`src/rtl/ddo_pkg.sv`:
```
// Package for the differential drive odometry block.
// Holds opcodes, fixed-point constants and the CORDIC arctangent table.
// No dependencies.
`default_nettype none

package ddo_pkg;

  // Opcodes of the input beat
  localparam logic OP_UPDATE = 1'b0;
  localparam logic OP_CLEAR  = 1'b1;

  // 2*pi in Q8.24
  localparam int unsigned TWO_PI_Q24      = 32'd105414357;
  // Inverse CORDIC gain in Q2.30
  localparam int unsigned CORDIC_GAIN_Q30 = 32'd652032874;

  // atan(2^-i) as a binary angle (2^32 = one turn)
  localparam logic [29:0] ATAN_TURNS [32] = '{
    30'd536870912, 30'd316933406, 30'd167458907, 30'd85004756,
    30'd42667331,  30'd21354465,  30'd10679838,  30'd5340245,
    30'd2670163,   30'd1335087,   30'd667544,    30'd333772,
    30'd166886,    30'd83443,     30'd41722,     30'd20861,
    30'd10430,     30'd5215,      30'd2608,      30'd1304,
    30'd652,       30'd326,       30'd163,       30'd81,
    30'd41,        30'd20,        30'd10,        30'd5,
    30'd3,         30'd1,         30'd1,         30'd0
  };

endpackage

`default_nettype wire

```
`src/rtl/differential_drive_odometry.sv`:
```
// Differential drive wheel odometry, midpoint integration, bit-serial datapath.
// Depends on ddo_pkg (opcodes, constants, arctangent table).
// Usage:
//   Input channel (in_valid_i/in_ready_o) carries one beat per update: the
//   opcode and the absolute left and right encoder counts. Output channel
//   (out_valid_o/out_ready_i) returns one beat per input: the pose after it.
//   inv_track_width_we_i writes the 1/(2*dW) register (Q8.16);
//   write it only while the block is idle. Reset value is 1.0.
// Sequence:
//   An update runs from accept to result through a shift-add multiplier for
//   each of four products, a restoring divider for the travel and for the
//   heading change, one CORDIC iteration per cycle and the load of the
//   output register. The next beat can be taken in the same cycle as the
//   result shows. A clear skips the arithmetic and goes straight to the
//   output register. One item is in flight at a time; in_ready_o is high
//   when idle.
// Stall:
//   The result sits in an output register; when the receiver stalls, the
//   block holds it and finishes the next item only once that register frees.
// Reset:
//   Pose, previous counts and heading are zero, the register is 1.0.
`default_nettype none

module differential_drive_odometry
  import ddo_pkg::*;
#(
  parameter int COUNTS_PER_REV = 36000,
  parameter int CORDIC_STEPS   = 24
) (
  input  wire logic        clk_i,
  input  wire logic        rst_ni,
  input  wire logic        inv_track_width_we_i,
  input  wire logic [23:0] inv_track_width_i,
  input  wire logic        in_valid_i,
  output      logic        in_ready_o,
  input  wire logic        opcode_i,
  input  wire logic [31:0] left_count_i,
  input  wire logic [31:0] right_count_i,
  output      logic        out_valid_o,
  input  wire logic        out_ready_i,
  output      logic [31:0] pose_x_o,
  output      logic [31:0] pose_y_o,
  output      logic [31:0] pose_heading_o
);

  // Divisors of the two long divisions and their rounding thresholds
  localparam int DEN       = COUNTS_PER_REV * 512;
  localparam int DEN_HALF  = (DEN + 1) / 2;
  localparam int CPR_HALF  = (COUNTS_PER_REV + 1) / 2;
  localparam int MUL_LAST  = 32;  // 33 multiplier bits
  localparam int DIV1_LAST = 68;  // 69 product bits
  localparam int DIV2_HALF = 83;  // product bits plus 15 fraction bits
  localparam int DIV2_LAST = 84;  // product bits plus 16 fraction bits

  localparam logic [3:0] ST_IDLE = 4'd0;
  localparam logic [3:0] ST_MUL1 = 4'd1;
  localparam logic [3:0] ST_DIV1 = 4'd2;
  localparam logic [3:0] ST_MUL2 = 4'd3;
  localparam logic [3:0] ST_DIV2 = 4'd4;
  localparam logic [3:0] ST_CORD = 4'd5;
  localparam logic [3:0] ST_MUL3 = 4'd6;
  localparam logic [3:0] ST_MUL4 = 4'd7;
  localparam logic [3:0] ST_OUT  = 4'd8;

  logic [3:0]  state_q;
  logic [6:0]  cnt_q;
  logic [23:0] itw_q;

  // Pose and previous counts
  logic [31:0] left_prev_q, right_prev_q, pos_x_q, pos_y_q, heading_q;

  // Per-item operands
  logic        sum_neg_q, diff_neg_q, d_neg_q;
  logic [32:0] diff_mag_q, d_mag_q;
  logic [31:0] half_q, full_q;

  // Shared product / numerator shift register, divider state
  logic [68:0] prod_q;
  logic [29:0] rem_q;
  logic [32:0] quo_q;
  logic        big_q;

  // CORDIC state and results
  logic signed [33:0] x_q, y_q, z_q;
  logic               flip_q;
  logic signed [34:0] c_q, s_q;

  logic        out_valid_q;
  logic [31:0] out_x_q, out_y_q, out_h_q;

  // ---------------- item decode on accept ----------------
  logic        accept;
  logic [31:0] dl, dr;
  logic [32:0] sum_v, diff_v, sum_mag, diff_mag;

  assign accept   = in_valid_i && in_ready_o;
  assign dl       = left_count_i - left_prev_q;
  assign dr       = right_count_i - right_prev_q;
  assign sum_v    = {dl[31], dl} + {dr[31], dr};
  assign diff_v   = {dr[31], dr} - {dl[31], dl};
  assign sum_mag  = sum_v[32] ? 33'(-sum_v) : sum_v;
  assign diff_mag = diff_v[32] ? 33'(-diff_v) : diff_v;

  // ---------------- serial multiplier step ----------------
  // Add the multiplicand into the high half when the low bit is set, then
  // shift the whole product right by one.
  logic [34:0] mul_a;
  logic [36:0] msum;
  logic [68:0] mul_prod;

  always_comb begin
    case (state_q)
      ST_MUL1: mul_a = 35'(TWO_PI_Q24);
      ST_MUL2: mul_a = {11'd0, itw_q};
      ST_MUL3: mul_a = c_q;
      ST_MUL4: mul_a = s_q;
      default: mul_a = '0;
    endcase
  end

  assign msum     = {prod_q[68], prod_q[68:33]}
                  + (prod_q[0] ? {{2{mul_a[34]}}, mul_a} : 37'd0);
  assign mul_prod = {msum, prod_q[32:1]};

  // Signed product of the travel with cos or sin, rounded to Q16.16
  logic [68:0] prod_sgn, prod_rnd;
  logic [38:0] inc;
  assign prod_sgn = d_neg_q ? 69'(-mul_prod) : mul_prod;
  assign prod_rnd = prod_sgn + 69'(1 << 29);
  assign inc      = prod_rnd[68:30];

  function automatic logic [31:0] sat_add(input logic [31:0] p, input logic [38:0] d);
    logic signed [39:0] v;
    v = signed'({{8{p[31]}}, p}) + signed'({d[38], d});
    if (v > 40'sd2147483647)       sat_add = 32'h7FFF_FFFF;
    else if (v < -40'sd2147483648) sat_add = 32'h8000_0000;
    else                           sat_add = v[31:0];
  endfunction

  // ---------------- restoring divider step ----------------
  logic [29:0] dvsr, rem_n;
  logic [30:0] dtry, dsub;
  logic        dge, big_n, up1, up2;
  logic [32:0] quo_n;
  logic [33:0] trav_r;
  logic [32:0] trav_mag;
  logic [31:0] turn_r, turn_s;

  assign dvsr  = (state_q == ST_DIV1) ? 30'(DEN) : 30'(COUNTS_PER_REV);
  assign dtry  = {rem_q, prod_q[68]};
  assign dsub  = dtry - {1'b0, dvsr};
  assign dge   = dtry >= {1'b0, dvsr};
  assign rem_n = dge ? dsub[29:0] : dtry[29:0];
  assign quo_n = {quo_q[31:0], dge};
  assign big_n = big_q | quo_q[32];
  assign up1   = rem_n >= 30'(DEN_HALF);
  assign up2   = rem_n >= 30'(CPR_HALF);

  // Travel magnitude, saturated to one 2^32 in Q16.16
  assign trav_r   = {1'b0, quo_n} + 34'(up1);
  assign trav_mag = (big_n || trav_r > 34'h1_0000_0000) ? 33'h1_0000_0000
                                                        : trav_r[32:0];
  // Heading change, rounded and signed
  assign turn_r = quo_n[31:0] + 32'(up2);
  assign turn_s = diff_neg_q ? 32'(-turn_r) : turn_r;

  // ---------------- CORDIC iteration ----------------
  logic [31:0]        ang, ang_off, ang_fold;
  logic               flip_n;
  logic [4:0]         idx;
  logic signed [33:0] xs, ys, at, x_n, y_n, z_n;

  assign ang      = heading_q + half_q;
  assign ang_off  = ang + 32'h4000_0000;
  assign flip_n   = ang_off[31];
  assign ang_fold = flip_n ? ang + 32'h8000_0000 : ang;

  assign idx = cnt_q[4:0];
  assign xs  = x_q >>> idx;
  assign ys  = y_q >>> idx;
  assign at  = signed'({4'd0, ATAN_TURNS[idx]});
  assign x_n = z_q[33] ? x_q + ys : x_q - ys;
  assign y_n = z_q[33] ? y_q - xs : y_q + xs;
  assign z_n = z_q[33] ? z_q + at : z_q - at;

  // ---------------- sequencer ----------------
  always_ff @(posedge clk_i or negedge rst_ni) begin
    if (!rst_ni) begin
      state_q      <= ST_IDLE;
      cnt_q        <= '0;
      itw_q        <= 24'd65536;
      left_prev_q  <= '0;
      right_prev_q <= '0;
      pos_x_q      <= '0;
      pos_y_q      <= '0;
      heading_q    <= '0;
      out_valid_q  <= 1'b0;
    end else begin
      if (inv_track_width_we_i) itw_q <= inv_track_width_i;
      if (out_valid_q && out_ready_i && state_q != ST_OUT) out_valid_q <= 1'b0;

      case (state_q)
        ST_IDLE: begin
          if (accept) begin
            cnt_q <= '0;
            if (opcode_i == OP_CLEAR) begin
              left_prev_q  <= '0;
              right_prev_q <= '0;
              pos_x_q      <= '0;
              pos_y_q      <= '0;
              heading_q    <= '0;
              state_q      <= ST_OUT;
            end else begin
              left_prev_q  <= left_count_i;
              right_prev_q <= right_count_i;
              state_q      <= ST_MUL1;
            end
          end
        end
        ST_MUL1, ST_MUL2: begin
          cnt_q <= cnt_q + 7'd1;
          if (cnt_q == 7'(MUL_LAST)) begin
            cnt_q   <= '0;
            state_q <= (state_q == ST_MUL1) ? ST_DIV1 : ST_DIV2;
          end
        end
        ST_DIV1: begin
          cnt_q <= cnt_q + 7'd1;
          if (cnt_q == 7'(DIV1_LAST)) begin
            cnt_q   <= '0;
            state_q <= ST_MUL2;
          end
        end
        ST_DIV2: begin
          cnt_q <= cnt_q + 7'd1;
          if (cnt_q == 7'(DIV2_LAST)) begin
            cnt_q   <= '0;
            state_q <= ST_CORD;
          end
        end
        ST_CORD: begin
          cnt_q <= cnt_q + 7'd1;
          if (cnt_q == 7'(CORDIC_STEPS - 1)) begin
            cnt_q   <= '0;
            state_q <= ST_MUL3;
          end
        end
        ST_MUL3: begin
          cnt_q <= cnt_q + 7'd1;
          if (cnt_q == 7'(MUL_LAST)) begin
            cnt_q   <= '0;
            pos_x_q <= sat_add(pos_x_q, inc);
            state_q <= ST_MUL4;
          end
        end
        ST_MUL4: begin
          cnt_q <= cnt_q + 7'd1;
          if (cnt_q == 7'(MUL_LAST)) begin
            cnt_q     <= '0;
            pos_y_q   <= sat_add(pos_y_q, inc);
            heading_q <= heading_q + full_q;
            state_q   <= ST_OUT;
          end
        end
        ST_OUT: begin
          // Hold the result until the output register is free
          if (!out_valid_q || out_ready_i) begin
            out_valid_q <= 1'b1;
            state_q     <= ST_IDLE;
          end
        end
        default: state_q <= ST_IDLE;
      endcase
    end
  end

  // Datapath registers, no reset
  always_ff @(posedge clk_i) begin
    case (state_q)
      ST_IDLE: begin
        sum_neg_q  <= sum_v[32];
        diff_neg_q <= diff_v[32];
        diff_mag_q <= diff_mag;
        prod_q     <= {36'd0, sum_mag};
      end
      ST_MUL1, ST_MUL2, ST_MUL3, ST_MUL4: begin
        rem_q  <= '0;
        quo_q  <= '0;
        big_q  <= 1'b0;
        if (cnt_q == 7'(MUL_LAST) && state_q == ST_MUL3) prod_q <= {36'd0, d_mag_q};
        else prod_q <= mul_prod;
      end
      ST_DIV1, ST_DIV2: begin
        rem_q  <= rem_n;
        quo_q  <= quo_n;
        big_q  <= big_n;
        if (state_q == ST_DIV1 && cnt_q == 7'(DIV1_LAST)) begin
          d_mag_q <= trav_mag;
          d_neg_q <= sum_neg_q;
          prod_q  <= {36'd0, diff_mag_q};
        end else begin
          prod_q <= {prod_q[67:0], 1'b0};
        end
        if (state_q == ST_DIV2 && cnt_q == 7'(DIV2_HALF)) half_q <= turn_s;
        if (state_q == ST_DIV2 && cnt_q == 7'(DIV2_LAST)) begin
          full_q <= turn_s;
        end
      end
      ST_CORD: begin
        x_q <= x_n;
        y_q <= y_n;
        z_q <= z_n;
        if (cnt_q == 7'(CORDIC_STEPS - 1)) begin
          c_q    <= flip_q ? 35'(-{x_n[33], x_n}) : {x_n[33], x_n};
          s_q    <= flip_q ? 35'(-{y_n[33], y_n}) : {y_n[33], y_n};
          prod_q <= {36'd0, d_mag_q};
        end
      end
      ST_OUT: begin
        if (!out_valid_q || out_ready_i) begin
          out_x_q <= pos_x_q;
          out_y_q <= pos_y_q;
          out_h_q <= heading_q;
        end
      end
      default: begin
      end
    endcase
    // Load the CORDIC at the end of the heading division, once half is known;
    // start from the midpoint heading folded into [-1/4, 1/4) of a turn
    if (state_q == ST_DIV2 && cnt_q == 7'(DIV2_LAST)) begin
      x_q <= 34'(CORDIC_GAIN_Q30);
      y_q <= '0;
      z_q <= {{2{ang_fold[31]}}, ang_fold};
    end
  end

  // Note the half-turn fold; it negates cos and sin at the end
  always_ff @(posedge clk_i) begin
    if (state_q == ST_DIV2 && cnt_q == 7'(DIV2_LAST)) flip_q <= flip_n;
  end

  assign in_ready_o     = (state_q == ST_IDLE);
  assign out_valid_o    = out_valid_q;
  assign pose_x_o       = out_x_q;
  assign pose_y_o       = out_y_q;
  assign pose_heading_o = out_h_q;

endmodule

`default_nettype wire
```
`config.mk`:
```
export PLATFORM = sky130hd
export DESIGN_NAME = differential_drive_odometry
export DESIGN_NICKNAME = d
export VERILOG_FILES = /design/src/rtl/ddo_pkg.sv /design/src/rtl/differential_drive_odometry.sv
export SDC_FILE = /design/constraint.sdc
export NUM_CORES = 2
export LEC_CHECK = 0
export BUFFER_PORTS_ARGS = -buffer_cell sky130_fd_sc_hd__buf_2
export CAP_MARGIN = 20
export CELL_PAD_IN_SITES_DETAIL_PLACEMENT = 0
export CELL_PAD_IN_SITES_GLOBAL_PLACEMENT = 1
export CORE_MARGIN = 2
export CORE_UTILIZATION = 51
export CTS_BUF_LIST = sky130_fd_sc_hd__clkbuf_8
export DETAILED_ROUTE_END_ITERATION = 16
export PLACE_DENSITY = 0.92
export SYNTH_ARGS = -nofsm -noshare
export SYNTH_HDL_FRONTEND = slang
export SYNTH_SLANG_ARGS = --single-unit
```
`constraint.sdc`:
```
create_clock -name clk_i -period 11.55 [get_ports clk_i]
set_input_delay 2.31 -clock clk_i [delete_from_list [all_inputs] [get_ports clk_i]]
set_output_delay 2.31 -clock clk_i [all_outputs]
set_load 0.01 [all_outputs]
```
==> flow_metrics.tcl <==
set metrics [dict create \
    status "completed" \
    async_reset_ff_share_pct 26.81 \
    drc_violations 0 \
    yosys.area.top_type_share_pct 22.61 \
    slowest_stage "o22a_1" \
    drt_pre_antenna_iters 8 \
    grtUsageTotal_pct 28.16 \
    power_density_nw_per_um2 95.93 \
    synth_edf_count 467 \
    hold-path-cell-count 0 \
    final_net_count 7646 \
    reg2reg_setup_slack_ns 0.99 \
    synthesis.area_per_instance_um2 8.808 \
    final_antenna_net_count 0 \
    synthCells 7042 \
    cp.arrival_ns 11.24 \
    top_area_cells_in_the_synthesized_netlist "edfxtp_1, ha_1, dfrtp_1" \
    maximum_number_of_pins_on_one_net_before_global_route_repair 129 \
    setup-tns-final_ns 0 \
    critPathRequiredTime_ns 12.24 \
    gp_congestion 0.9658 \
    place.port_buffers 191 \
    dieHeight_um 352.7 \
    core-area_um2 120300 \
    layout-drive-gt1-share_pct 10.50 \
    route.final.wire_length_um 181300 \
    top_count_cell_post_synth "nand2_1" \
    cts.reportedPaths.clkPinSlew_ns 0.06 \
    crit_type "reg2reg" \
    leakage_power_nw 27.37 \
    total_of_hold_buffers_inserted_after_clock_tree_synthesis 0 \
    synth_ff_type "edfxtp_1" \
    numClockSinks 731 \
    grt_first_pass_wirelength_um 283000 \
    crit_top_cell "o21ai_0" \
    viasPerCell 6.153 \
    hold_path_class "reg2reg" \
    worstSkewPairLatency_ns 0.88 \
    final_min_period_over_clock_period_pct 91.41 \
    max_slew_margin_pct 21.22 \
    floorplan.die.width_um 352.7 \
    finish.utilization_pct 55.91 \
    r2r-start "state_q[3]" \
    fmaxAchievable_mhz 94.71 \
    dp_worst_setup_slack_ns 1.287 \
    ctsRootBufferMaster "clkbuf_8" \
    post_cts_resized 0 \
    synth.yosys.seq_area_share_pct 32.71 \
    period_needed_ns 10.56 \
    die-area_um2 124400 \
    timing.critical_path.to_type "register" \
    grt_antenna_before_repair 6 \
    synth.cells.most_frequent "nand2_1, nor2_1, o21ai_0" \
    detailedRoute.firstIterationViolations 5287 \
    cts-buffers-inserted 135 \
    post_synth_design_cell_area_um2 62030 \
    h-tree-depth 4 \
    worst_path_largest_cell_delay_ns 0.89 \
    startpoint_type "register" \
    detailed_place_hpwl_um 137200 \
    cap_viol_max_count 0 \
    maximum_fanout_along_the_worst_path 31 \
    via_count_of_the_first_global_routing_pass 51267 \
    layout_setup_ws_ns 0.9918 \
    syn-num-nets 7581 \
    worst_min_delay_path_startpoint "sum_neg_q" \
    worst-slew-pin-transition_ns 1.173 \
    final_max_slew_viol_count 0 \
    cts_max_path_buffers 3 \
    floorplan.initialDensity_pct 51.56 \
    irDropWorstVdd_mv 0.1130 \
    route.detailed.wl_per_inst_um 20.53 \
    grt_overflow 0 \
    num_rows 127 \
    critical_path.startpoint "state_q[3]" \
    area_growth_syn_to_layout_pct 8.430 \
    clock-skew-final_ns 0.04487 \
    rsz_0062_raised_after_global_routing "false" \
    cts_tree "yes" \
    ioPinCount 192 \
    setup_viol_count_final 0 \
    ys.warnings.count 0 \
    vias 54362 \
    depth_of_the_worst_register_to_register_path 35 \
    ys_seq_elements 731 \
    whs_endpoint "d_neg_q" \
    reg2reg_to "pos_y_q[11]" \
    netlist.top_cell.by_area "edfxtp_1" \
    synth.lib_cells_used.distinct 117 \
    hold_viol 0 \
    cts_post_setup_buffers_inserted 0 \
]
through the flow:
step                hold WS, ns  instance area [um^2]  cells  total power [mW]
global placement         0.4039                 64350   8580             3.799
detailed placement       0.4045                 64370   8581             3.814
CTS                      0.4163                 67210   8829             6.506
finish                   0.4189                 67250   8835             6.452
floorplan                0.4003                 62030   7042             3.570
global route             0.4446                 67250   8833             6.712
flip-flops by register name, summed over array words and instances (netlist names), 33 cells and up:
| name | flops |
|---|---|
| s_q | 35 |
| diff_mag_q | 33 |
| quo_q | 33 |
| prod_q | 69 |
| d_mag_q | 33 |
| z_q | 34 |
| c_q | 35 |
| x_q | 34 |
| y_q | 34 |
metal layers:
metal	vias up	global-route usage, %	part of all wire [%]	wire [um]
met2	2051	45.94	47	84460
met3	396	4.196	7.0	12740
met5	-	0	0.012	21
li1	25910	-	-	-
met1	26001	37.32	42	76430
met4	4	11.90	4.2	7690
cell type report:
type	instances	area [um^2]
diodes	5	12.51
flip-flops and latches	731	20300
fillers	10870	53030
inverters	315	1182
multi-input cells	5662	39350
clock buffers	144	1982
clock inverters	104	865.8
repair buffers	262	1544
well taps	1612	2017
critical path: cells and delay by family (launching register included):
kind | cells | cell delay [ns]
flip-flops | 1 | 0.59
AO/OA/AOI/OAI | 20 | 5.78
buffers and inverters | 3 | 0.47
XOR/XNOR | 1 | 0.30
AND/OR/NAND/NOR | 8 | 2.12
adder cells (fa/ha/maj) | 3 | 1.07
worst max-delay path by stage:
| stage | end | slack [ns] | cells after the start |
|---|---|---|---|
| after global placement | pos_y_q[27] | 1.71 | 35 |
| after CTS | pos_y_q[20] | 1.22 | 35 |
| after floorplan | pos_x_q[27] | 3.08 | 37 |
| after detailed placement | pos_y_q[11] | 1.29 | 35 |
| final | pos_y_q[11] | 0.99 | 35 |
| after global routing | pos_y_q[21] | 0.19 | 35 |
logic make-up (layout without fill, tap and decap cells):
| kind of cell | Yosys count | after routing | synth area share, % |
|---|---|---|---|
| AO/OA/AOI/OAI | 2023 | 2023 | 20.82 |
| XOR/XNOR | 714 | 714 | 10.12 |
| adder cells (fa/ha/maj) | 446 | 446 | 9.138 |
| buffers and inverters | 649 | 825 | 4.079 |
| flip-flops | 731 | 731 | 32.71 |
| multiplexers | 225 | 225 | 5.487 |
| other | 0 | 5 | 0 |
| AND/OR/NAND/NOR | 2254 | 2254 | 17.64 |
power breakdown:
group	switching, mW	internal (mW)
logic	0.584	0.381
registers	0.0103	2.80
clock network	1.22	1.46
total	1.81	4.64
cell usage in the layout, fill, tap and decap left out, types with 59 or more instances in the layout:
| cell | instances |
|---|---|
| nand2_1 | 664 |
| nor2_1 | 584 |
| o21ai_0 | 557 |
| a21oi_1 | 531 |
| edfxtp_1 | 467 |
| xnor2_1 | 466 |
| ha_1 | 433 |
| inv_1 | 341 |
| xor2_1 | 246 |
| dfrtp_1 | 190 |
| buf_2 | 190 |
| nand3_1 | 173 |
| nor3_1 | 153 |
| nand2b_1 | 149 |
| a21o_1 | 144 |
| clkbuf_8 | 144 |
| a31oi_1 | 84 |
| mux4_2 | 84 |
| and2_1 | 82 |
| mux2_2 | 78 |
| and3_1 | 70 |
| o21a_1 | 69 |
| buf_4 | 68 |
| dfxtp_1 | 68 |
| nor2b_1 | 65 |
| o21bai_1 | 65 |
| mux2i_1 | 59 |
Note: power is estimated with default switching activity, not from simulation.
